`config.mk`:
```
export PLATFORM = sky130hd
export DESIGN_NAME = bounded_divisor_pick_top_flat
export DESIGN_NICKNAME = d
export VERILOG_FILES = /design/src/bdp_pkg.sv /design/src/bdp_if.sv /design/src/bounded_divisor_pick_top.sv /design/src/flat_wrapper.sv
export SDC_FILE = /design/constraint.sdc
export NUM_CORES = 1
export LEC_CHECK = 0
export BUFFER_PORTS_ARGS = -buffer_cell sky130_fd_sc_hd__buf_4
export CORE_UTILIZATION = 40
export DETAILED_ROUTE_END_ITERATION = 6
export PLACE_DENSITY = 0.53
export SETUP_SLACK_MARGIN = 0.2
export SLEW_MARGIN = 20
export SYNTH_ARGS = -nofsm -noshare
export SYNTH_HDL_FRONTEND = slang
export SYNTH_SLANG_ARGS = --single-unit
```
`constraint.sdc`:
```
create_clock -name i_clk -period 7.7 [get_ports i_clk]
set_clock_uncertainty 0.15 [all_clocks]
set_input_delay 1.54 -clock i_clk [delete_from_list [all_inputs] [get_ports i_clk]]
set_output_delay 1.54 -clock i_clk [all_outputs]
set_load 0.02 [all_outputs]
```
`src/bdp_pkg.sv`:
```
package bdp_pkg;

    // Default field width and the largest count that gets an exact search.
    localparam int DEF_WIDTH       = 16;
    localparam int DEF_EXACT_LIMIT = 256;

    // Small odd divisors preferred by the estimate.
    localparam int FACTOR_FIVE  = 5;
    localparam int FACTOR_THREE = 3;

endpackage

```
`src/bdp_if.sv`:
```
// Request channel: a count and a limit.
interface bdp_in_if #(
    parameter int WIDTH = bdp_pkg::DEF_WIDTH
);
    logic             valid;
    logic             ready;
    logic [WIDTH-1:0] total_count;
    logic [WIDTH-1:0] max_factor;

    modport source (output valid, output total_count, output max_factor, input ready);
    modport sink   (input valid, input total_count, input max_factor, output ready);
endinterface

// Result channel: the chosen divisor and the zero-limit flag.
interface bdp_out_if #(
    parameter int WIDTH = bdp_pkg::DEF_WIDTH
);
    logic             valid;
    logic             ready;
    logic [WIDTH-1:0] chosen_factor;
    logic             bad_limit;

    modport source (output valid, output chosen_factor, output bad_limit, input ready);
    modport sink   (input valid, input chosen_factor, input bad_limit, output ready);
endinterface

```
`src/bounded_divisor_pick_top.sv`:
```
// Bounded divisor pick. Each request carries a count and a limit; the block returns one
// divisor of the count that does not exceed the limit. When the limit is at least the count,
// the count itself comes back. Counts up to EXACT_LIMIT get the largest divisor at or below
// the limit, found by trying candidates downward from the limit. Larger counts get the limit
// when it divides the count, and otherwise an estimate: the smaller of the count's lowest set
// bit and the largest power of two not above the limit, replaced by 5 or else 3 when that
// value divides the count, is below the limit and is above the estimate. A zero limit returns
// 0 with bad_limit set. All remainders come from one restoring remainder unit that retires one
// dividend bit per cycle. Trivial cases go straight to the state that hands the result to the
// output register. An exact search tries candidates from the limit down to the divisor found,
// or down to 2 (a count with no divisor above one stops after candidate 2), shifting EXB bits
// into the remainder per candidate, the bit count of EXACT_LIMIT (9 for the default). A large
// count needs only the remainder by the limit when the limit divides it, and otherwise also the
// power-of-two scan and the remainders by 5 and by 3 as needed. The block takes one request at
// a time; a finished result waits in the output register, and the next request may be accepted
// meanwhile. No state survives a request, and there is no clearing pass after reset.
module bounded_divisor_pick_top
    import bdp_pkg::*;
#(
    parameter int WIDTH       = DEF_WIDTH,
    parameter int EXACT_LIMIT = DEF_EXACT_LIMIT
) (
    input  logic      i_clk,
    input  logic      i_rst_n,
    bdp_in_if.sink    i_req,
    bdp_out_if.source o_rsp
);

    // The exact-search bound, clipped to what a WIDTH-bit count can reach.
    localparam longint unsigned FULL  = (64'd1 << WIDTH) - 64'd1;
    localparam longint unsigned LIMC  = (EXACT_LIMIT < FULL) ? EXACT_LIMIT : FULL;
    // Exact-path counts fit in EXB bits, so the remainder unit only needs EXB steps there.
    localparam int              EXB   = $clog2(LIMC + 64'd1);
    localparam int              CW    = $clog2(WIDTH + 1);

    localparam logic [WIDTH-1:0] LIM_W   = WIDTH'(LIMC);
    localparam logic [WIDTH-1:0] FIVE_W  = WIDTH'(FACTOR_FIVE);
    localparam logic [WIDTH-1:0] THREE_W = WIDTH'(FACTOR_THREE);
    localparam logic [WIDTH-1:0] ONE_W   = WIDTH'(1);
    localparam logic [WIDTH-1:0] TWO_W   = WIDTH'(2);

    // Sequencer states.
    localparam logic [2:0] S_IDLE  = 3'd0;  // waiting for a request
    localparam logic [2:0] S_EXACT = 3'd1;  // descending candidate search
    localparam logic [2:0] S_DIVD  = 3'd2;  // count modulo limit
    localparam logic [2:0] S_POW   = 3'd3;  // power-of-two scan of the limit
    localparam logic [2:0] S_DIV5  = 3'd4;  // count modulo five
    localparam logic [2:0] S_DIV3  = 3'd5;  // count modulo three
    localparam logic [2:0] S_FIN   = 3'd6;  // hand the result to the output register

    logic [2:0]       r_state, n_state;
    logic [WIDTH-1:0] r_n, n_n;          // count
    logic [WIDTH-1:0] r_d, n_d;          // limit
    logic [WIDTH-1:0] r_c, n_c;          // divisor under test
    logic [WIDTH-1:0] r_dvd, n_dvd;      // dividend bits still to shift in
    logic [WIDTH-1:0] r_rem, n_rem;      // partial remainder
    logic [CW-1:0]    r_cnt, n_cnt;      // remainder steps left
    logic [WIDTH-1:0] r_p, n_p;          // power-of-two scan value
    logic [WIDTH-1:0] r_p2, n_p2;        // power-of-two estimate
    logic [WIDTH-1:0] r_res, n_res;      // pending result
    logic             r_bad, n_bad;
    logic             r_ov, n_ov;        // output register holds a result
    logic [WIDTH-1:0] r_of, n_of;
    logic             r_ob, n_ob;

    // One restoring remainder step.
    logic [WIDTH:0]   trial;
    logic             fits;
    logic [WIDTH-1:0] step_rem;
    logic             last_step;
    logic             rem_zero;

    // Power-of-two estimate at the end of the scan.
    logic [WIDTH-1:0] low_bit;
    logic [WIDTH-1:0] est;
    logic             out_free;

    always_comb begin
        trial     = {r_rem, r_dvd[WIDTH-1]};
        fits      = trial >= {1'b0, r_c};
        step_rem  = fits ? WIDTH'(trial - {1'b0, r_c}) : trial[WIDTH-1:0];
        last_step = r_cnt == CW'(1);
        rem_zero  = step_rem == '0;
        low_bit   = r_n & (~r_n + ONE_W);
        est       = (low_bit < r_p) ? low_bit : r_p;
        out_free  = !r_ov || o_rsp.ready;
    end

    assign i_req.ready         = r_state == S_IDLE;
    assign o_rsp.valid         = r_ov;
    assign o_rsp.chosen_factor = r_of;
    assign o_rsp.bad_limit     = r_ob;

    always_comb begin
        n_state = r_state;
        n_n     = r_n;
        n_d     = r_d;
        n_c     = r_c;
        n_dvd   = r_dvd;
        n_rem   = r_rem;
        n_cnt   = r_cnt;
        n_p     = r_p;
        n_p2    = r_p2;
        n_res   = r_res;
        n_bad   = r_bad;
        n_of    = r_of;
        n_ob    = r_ob;
        n_ov    = r_ov && !o_rsp.ready;

        // Every divide state shifts one dividend bit into the remainder per cycle.
        if (r_state == S_EXACT || r_state == S_DIVD || r_state == S_DIV5 ||
            r_state == S_DIV3) begin
            n_rem = step_rem;
            n_dvd = r_dvd << 1;
            n_cnt = r_cnt - CW'(1);
        end

        unique case (r_state)
            S_IDLE: begin
                if (i_req.valid) begin
                    n_n   = i_req.total_count;
                    n_d   = i_req.max_factor;
                    n_bad = 1'b0;
                    n_rem = '0;
                    if (i_req.max_factor == '0) begin
                        n_res   = '0;
                        n_bad   = 1'b1;
                        n_state = S_FIN;
                    end else if (i_req.max_factor >= i_req.total_count) begin
                        n_res   = i_req.total_count;
                        n_state = S_FIN;
                    end else if (i_req.total_count <= LIM_W) begin
                        if (i_req.max_factor == ONE_W) begin
                            n_res   = ONE_W;
                            n_state = S_FIN;
                        end else begin
                            // Exact counts are left-aligned so only EXB steps are needed.
                            n_c     = i_req.max_factor;
                            n_dvd   = i_req.total_count << (WIDTH - EXB);
                            n_cnt   = CW'(EXB);
                            n_state = S_EXACT;
                        end
                    end else begin
                        n_c     = i_req.max_factor;
                        n_dvd   = i_req.total_count;
                        n_cnt   = CW'(WIDTH);
                        n_state = S_DIVD;
                    end
                end
            end
            S_EXACT: begin
                if (last_step) begin
                    if (rem_zero) begin
                        n_res   = r_c;
                        n_state = S_FIN;
                    end else if (r_c == TWO_W) begin
                        // No candidate above one divides the count.
                        n_res   = ONE_W;
                        n_state = S_FIN;
                    end else begin
                        n_c   = r_c - ONE_W;
                        n_rem = '0;
                        n_dvd = r_n << (WIDTH - EXB);
                        n_cnt = CW'(EXB);
                    end
                end
            end
            S_DIVD: begin
                if (last_step) begin
                    if (rem_zero) begin
                        n_res   = r_d;
                        n_state = S_FIN;
                    end else begin
                        n_p     = ONE_W;
                        n_state = S_POW;
                    end
                end
            end
            S_POW: begin
                if (r_p <= (r_d >> 1)) begin
                    n_p = r_p << 1;
                end else begin
                    n_p2  = est;
                    n_rem = '0;
                    n_dvd = r_n;
                    n_cnt = CW'(WIDTH);
                    if (FIVE_W < r_d && FIVE_W > est) begin
                        n_c     = FIVE_W;
                        n_state = S_DIV5;
                    end else if (THREE_W < r_d && THREE_W > est) begin
                        n_c     = THREE_W;
                        n_state = S_DIV3;
                    end else begin
                        n_res   = est;
                        n_state = S_FIN;
                    end
                end
            end
            S_DIV5: begin
                if (last_step) begin
                    if (rem_zero) begin
                        n_res   = FIVE_W;
                        n_state = S_FIN;
                    end else if (THREE_W < r_d && THREE_W > r_p2) begin
                        n_c     = THREE_W;
                        n_rem   = '0;
                        n_dvd   = r_n;
                        n_cnt   = CW'(WIDTH);
                        n_state = S_DIV3;
                    end else begin
                        n_res   = r_p2;
                        n_state = S_FIN;
                    end
                end
            end
            S_DIV3: begin
                if (last_step) begin
                    n_res   = rem_zero ? THREE_W : r_p2;
                    n_state = S_FIN;
                end
            end
            S_FIN: begin
                // Wait here while an earlier result still sits unclaimed.
                if (out_free) begin
                    n_of    = r_res;
                    n_ob    = r_bad;
                    n_ov    = 1'b1;
                    n_state = S_IDLE;
                end
            end
            default: begin
                n_state = S_IDLE;
            end
        endcase
    end

    always_ff @(posedge i_clk) begin
        if (!i_rst_n) begin
            r_state <= S_IDLE;
            r_ov    <= 1'b0;
        end else begin
            r_state <= n_state;
            r_ov    <= n_ov;
        end
    end

    always_ff @(posedge i_clk) begin
        r_n   <= n_n;
        r_d   <= n_d;
        r_c   <= n_c;
        r_dvd <= n_dvd;
        r_rem <= n_rem;
        r_cnt <= n_cnt;
        r_p   <= n_p;
        r_p2  <= n_p2;
        r_res <= n_res;
        r_bad <= n_bad;
        r_of  <= n_of;
        r_ob  <= n_ob;
    end

endmodule

```
`src/flat_wrapper.sv`:
```
// flat-port wrapper written by rule: the top's interface ports become plain ports
module bounded_divisor_pick_top_flat import bdp_pkg::*;
#(
    parameter int WIDTH       = DEF_WIDTH,
    parameter int EXACT_LIMIT = DEF_EXACT_LIMIT
)
  (i_clk, i_rst_n, i_req_valid, i_req_total_count, i_req_max_factor, i_req_ready, o_rsp_valid, o_rsp_chosen_factor, o_rsp_bad_limit, o_rsp_ready);
  bdp_in_if #(.WIDTH(WIDTH)) i_req_i ();
  bdp_out_if #(.WIDTH(WIDTH)) o_rsp_i ();
  input  logic i_clk;
  input  logic i_rst_n;
  input wire logic [$bits(i_req_i.valid)-1:0] i_req_valid;
  input wire logic [$bits(i_req_i.total_count)-1:0] i_req_total_count;
  input wire logic [$bits(i_req_i.max_factor)-1:0] i_req_max_factor;
  output wire logic [$bits(i_req_i.ready)-1:0] i_req_ready;
  output wire logic [$bits(o_rsp_i.valid)-1:0] o_rsp_valid;
  output wire logic [$bits(o_rsp_i.chosen_factor)-1:0] o_rsp_chosen_factor;
  output wire logic [$bits(o_rsp_i.bad_limit)-1:0] o_rsp_bad_limit;
  input wire logic [$bits(o_rsp_i.ready)-1:0] o_rsp_ready;
  assign i_req_i.valid = i_req_valid;
  assign i_req_i.total_count = i_req_total_count;
  assign i_req_i.max_factor = i_req_max_factor;
  assign i_req_ready = i_req_i.ready;
  assign o_rsp_valid = o_rsp_i.valid;
  assign o_rsp_chosen_factor = o_rsp_i.chosen_factor;
  assign o_rsp_bad_limit = o_rsp_i.bad_limit;
  assign o_rsp_i.ready = o_rsp_ready;
  bounded_divisor_pick_top #(.WIDTH(WIDTH), .EXACT_LIMIT(EXACT_LIMIT)) u_core (.i_clk(i_clk), .i_rst_n(i_rst_n), .i_req(i_req_i), .o_rsp(o_rsp_i));
endmodule
```
==> key figures <==
Status
  – Outcome: finished clean

Global route
  – Grt met3 use: 4.405%
  – Vias in the first global route: 8546
  – Grt met2 use: 41.18%
  – Met1 Track Usage GR: 37.37%
  – Gr ovfl total: 0
  – First-pass GRT wire length: 51940 microns
  – Total GRT Usage: 26.45%
  – GR peak layer: met2
  – Antenna violations before repair: 0
  – Largest net degree at the start of global routing: 36

Clocking
  – CTS Buf Count: 17
  – CTS H-tree depth: 4
  – Cts hold-fix bufs: 0
  – Post-CTS setup buffers: 0
  – Clock-pin slew of the registers on the worst-case setup and hold paths: 0.07 ns
  – CTS tree: built
  – Worst-Skew Late Latency: 0.44 ns
  – Clock Sinks: 155
  – Post-CTS Resized: 0
  – Root buf cell: clkbuf_16
  – Worst-case clock buffer depth: 2

Placement
  – Global placement routability congestion: 0.8889
  – IO buf count: 54
  – DP HPWL: 26250 microns

Yosys
  – EDFF count, synth: 114
  – Part of the Yosys area used for sequential elements: 41.16%
  – Cell count after synthesis: 1068
  – Yosys Warn Count: 0
  – Synth cell types: 73
  – Cell Area, Synth: 0.01031 sq mm
  – Main synth FF type: edfxtp_1
  – Yosys reg bits: 155
  – Syn_area_per_cell: 9.656 sq um
  – Syn_nets: 1171
  – Ys async rst share: 0%

Floorplanning
  – Die Y-Extent: 162.6 microns
  – Starting Density: 40.83%
  – Num ports: 55
  – Standard-cell rows: 58
  – Die X: 162.6 microns
  – Core area: 0.02525 sq mm
  – Die Area: 0.02643 sq mm

Worst setup path
  – WP data arrival: 4.99 ns
  – Worst EP required: 7.67 ns
  – CP Capture Type: register
  – Largest stage delay, worst path: 0.49 ns
  – Worst-path maximum fanout: 20
  – Buf/Inv on CP: 2
  – Worst-case reg-to-reg path depth: 15
  – Startpoint class of the critical path: register
  – Critical Path Most Common Cell: buf_4
  – Crit path max-delay family: simple AND/OR/NAND/NOR gates
  – CP max-delay cell: edfxtp_1
  – Worst Path Class, Setup: reg -> reg
  – Crit. path cell count: 15
  – Cell Chain, Critical Path: or3_1 > nand2b_1 > nor4_1 > nor2b_1 > and3b_1 > ha_1 > a21o_1 > o2111ai_1 > o21ai_0 > nor2_1 > buf_4 > mux2_2 > or2_2 > a211oi_2 > buf_4

Final layout
  – Highest-count cells in the layout ignoring fill and taps: edfxtp_1 (114), inv_1 (86), nor2_1 (79)
  – Fillers: 2446
  – ANT cells: 0
  – Fin util: 46.26%
  – Reg area: 0.004244 sq mm
  – Area Overhead vs Synth: 13.30%
  – Final nets: 1209
  – Share of layout cells above drive strength 1: 14.03%
  – Multi-input logic area: 0.005589 sq mm
  – Most common cell after layout, fill and taps aside: edfxtp_1

Worst hold path
  – Min-Delay Path Class: reg -> reg
  – Hold Path Cell Cnt: 0

Power and ir drop
  – LEAKAGE: 4.597 nW
  – Worst vdd rail ir drop: 0.1875 mV
  – PD cells: 419.7 mW/mm^2
  – Total power: 4.904 mW
  – Clk pwr share: 18.1%
  – Combinational power share: 51.8%
  – P_sw: 2.311 mW
  – Net Sw Frac: 47.12%
  – Internal power: 2.593 mW
  – Sequential group share of total power: 30.1%

Route
  – Routed Wire Length: 34100 microns
  – WL per Instance: 23.53 microns
  – # DRC: 0
  – ANT nets after route: 0
  – Vias per cell: 6.081
  – DR vias: 8811
  – Drt initial violations: 853
  – First-pass iteration count of the detailed router: 5

Timing
  – Crit share post-route: 65.23%
  – Least-Margin Pin Slew: 1.022 ns
  – Max_slew headroom: 30.94%
  – Final-report hold violation count: 0
  – RSZ-0062 raised after global routing: no
  – Max-slew violations: 0
  – FMAX: 0.1991 GHz
  – Setup TNS: 0 ns
  – Finish-stage setup viols: 0
  – Min Clock Period, post-route: 5.023 ns
  – Fin Hold WS: 0.2710 ns

Job
  – Max-cap violations: 0
## layout make-up
type,count,share of cell area (%)
clock buffer,17,3.641
clock inverter,15,1.724
inverter,86,2.763
multi-input combinational,781,47.84
sequential,155,36.32
tap,330,3.534
timing repair buffer,65,4.176
## cell families after synthesis
| group | after synthesis | synth area share [%] |
|---|---|---|
| flip-flops | 155 | 41.16 |
| multiplexers | 42 | 4.283 |
| XOR/XNOR | 25 | 2.123 |
| buffers and inverters | 132 | 5.035 |
| AND/OR/NAND/NOR | 326 | 15.86 |
| AO/OA/AOI/OAI | 321 | 23.34 |
| adder cells (fa/ha/maj) | 67 | 8.202 |
## power by group through the flow
| stage | Clock, mW | Sequential (mW) | Combinational [mW] |
|---|---|---|---|
| 2_1_floorplan | 0 | 1.38 | 1.87 |
| 3_5_place_dp | 0 | 1.49 | 2.51 |
| 3_3_place_gp | 0 | 1.48 | 2.52 |
| 5_1_grt | 0.930 | 1.50 | 2.78 |
| 6_report | 0.887 | 1.48 | 2.54 |
| 4_1_cts | 0.898 | 1.47 | 2.52 |
## synthesized netlist by cell type, drive strengths merged (4+ instances only)
library cell | n | area (sq um)
edfxtp | 114 | 3423
inv | 86 | 322.8
nor2 | 84 | 317.8
ha | 66 | 825.8
a21oi | 65 | 329.1
nand2 | 58 | 217.7
o21ai | 46 | 230.2
nand3 | 45 | 225.2
dfxtp | 41 | 820.8
a211oi | 36 | 367.8
clkbuf | 32 | 120.1
a22o | 31 | 271.5
nor4 | 30 | 187.7
mux2i | 25 | 250.2
a21o | 23 | 172.7
nor3 | 23 | 120.1
o211ai | 22 | 165.2
nand4 | 20 | 125.1
mux2 | 17 | 191.4
xnor2 | 17 | 148.9
o221ai | 16 | 146.4
and2 | 14 | 87.59
buf | 14 | 76.32
a221oi | 11 | 102.6
and3 | 11 | 68.82
or3 | 10 | 62.56
xor2 | 8 | 70.07
a22oi | 7 | 52.55
o2bb2ai | 7 | 61.31
nor2b | 6 | 37.54
o21a | 6 | 45.04
o31ai | 6 | 50.05
nand2b | 5 | 31.28
o2111ai | 5 | 43.79
a21boi | 4 | 33.78
a31oi | 4 | 25.02
nor3b | 4 | 30.03
o22ai | 4 | 25.02
o31a | 4 | 35.03
or2 | 4 | 25.02
or4 | 4 | 30.03
## per-layer routing
metal / vias up / part of all wire [%]
met5: - / 0
met4: 0 / 2.2
met3: 46 / 6.6
met2: 344 / 45
met1: 4248 / 46
li1: 4173 / -
## per-stage QoR
step           setup slack (ns)  std cells  instance area (sq um)
6_report                  2.677       1449                  11680
5_1_grt                   2.398       1449                  11680
4_1_cts                   2.692       1449                  11670
3_5_place_dp              2.702       1417                  11050
3_3_place_gp              2.771       1417                  11040
2_1_floorplan             2.242       1068                  10310
## state kept, by name (all words and copies together) (netlist names), 5 cells and up
| signal | flops |
|---|---|
| u_core.r_c | 16 |
| u_core.r_p2 | 16 |
| u_core.o_rsp.chosen_factor | 16 |
| u_core.r_cnt | 5 |
| u_core.r_p | 16 |
| u_core.r_d | 16 |
| u_core.r_rem | 16 |
| u_core.r_res | 16 |
| u_core.r_n | 16 |
| u_core.r_dvd | 16 |
## final timing paths
check / from / end / slack [ns]
setup / recovery: u_core.r_n[0]$_DFFE_PP_ / u_core.r_res[9]$_DFFE_PP_ / 2.68
setup reg to reg: u_core.r_n[0]$_DFFE_PP_ / u_core.r_res[9]$_DFFE_PP_ / 2.68
hold / removal: u_core.r_res[7]$_DFFE_PP_ / u_core.o_rsp.chosen_factor[7]$_DFFE_PP_ / 0.27
hold reg to reg: u_core.r_res[7]$_DFFE_PP_ / u_core.o_rsp.chosen_factor[7]$_DFFE_PP_ / 0.27
No activity file was read; power rests on OpenSTA's default activity.
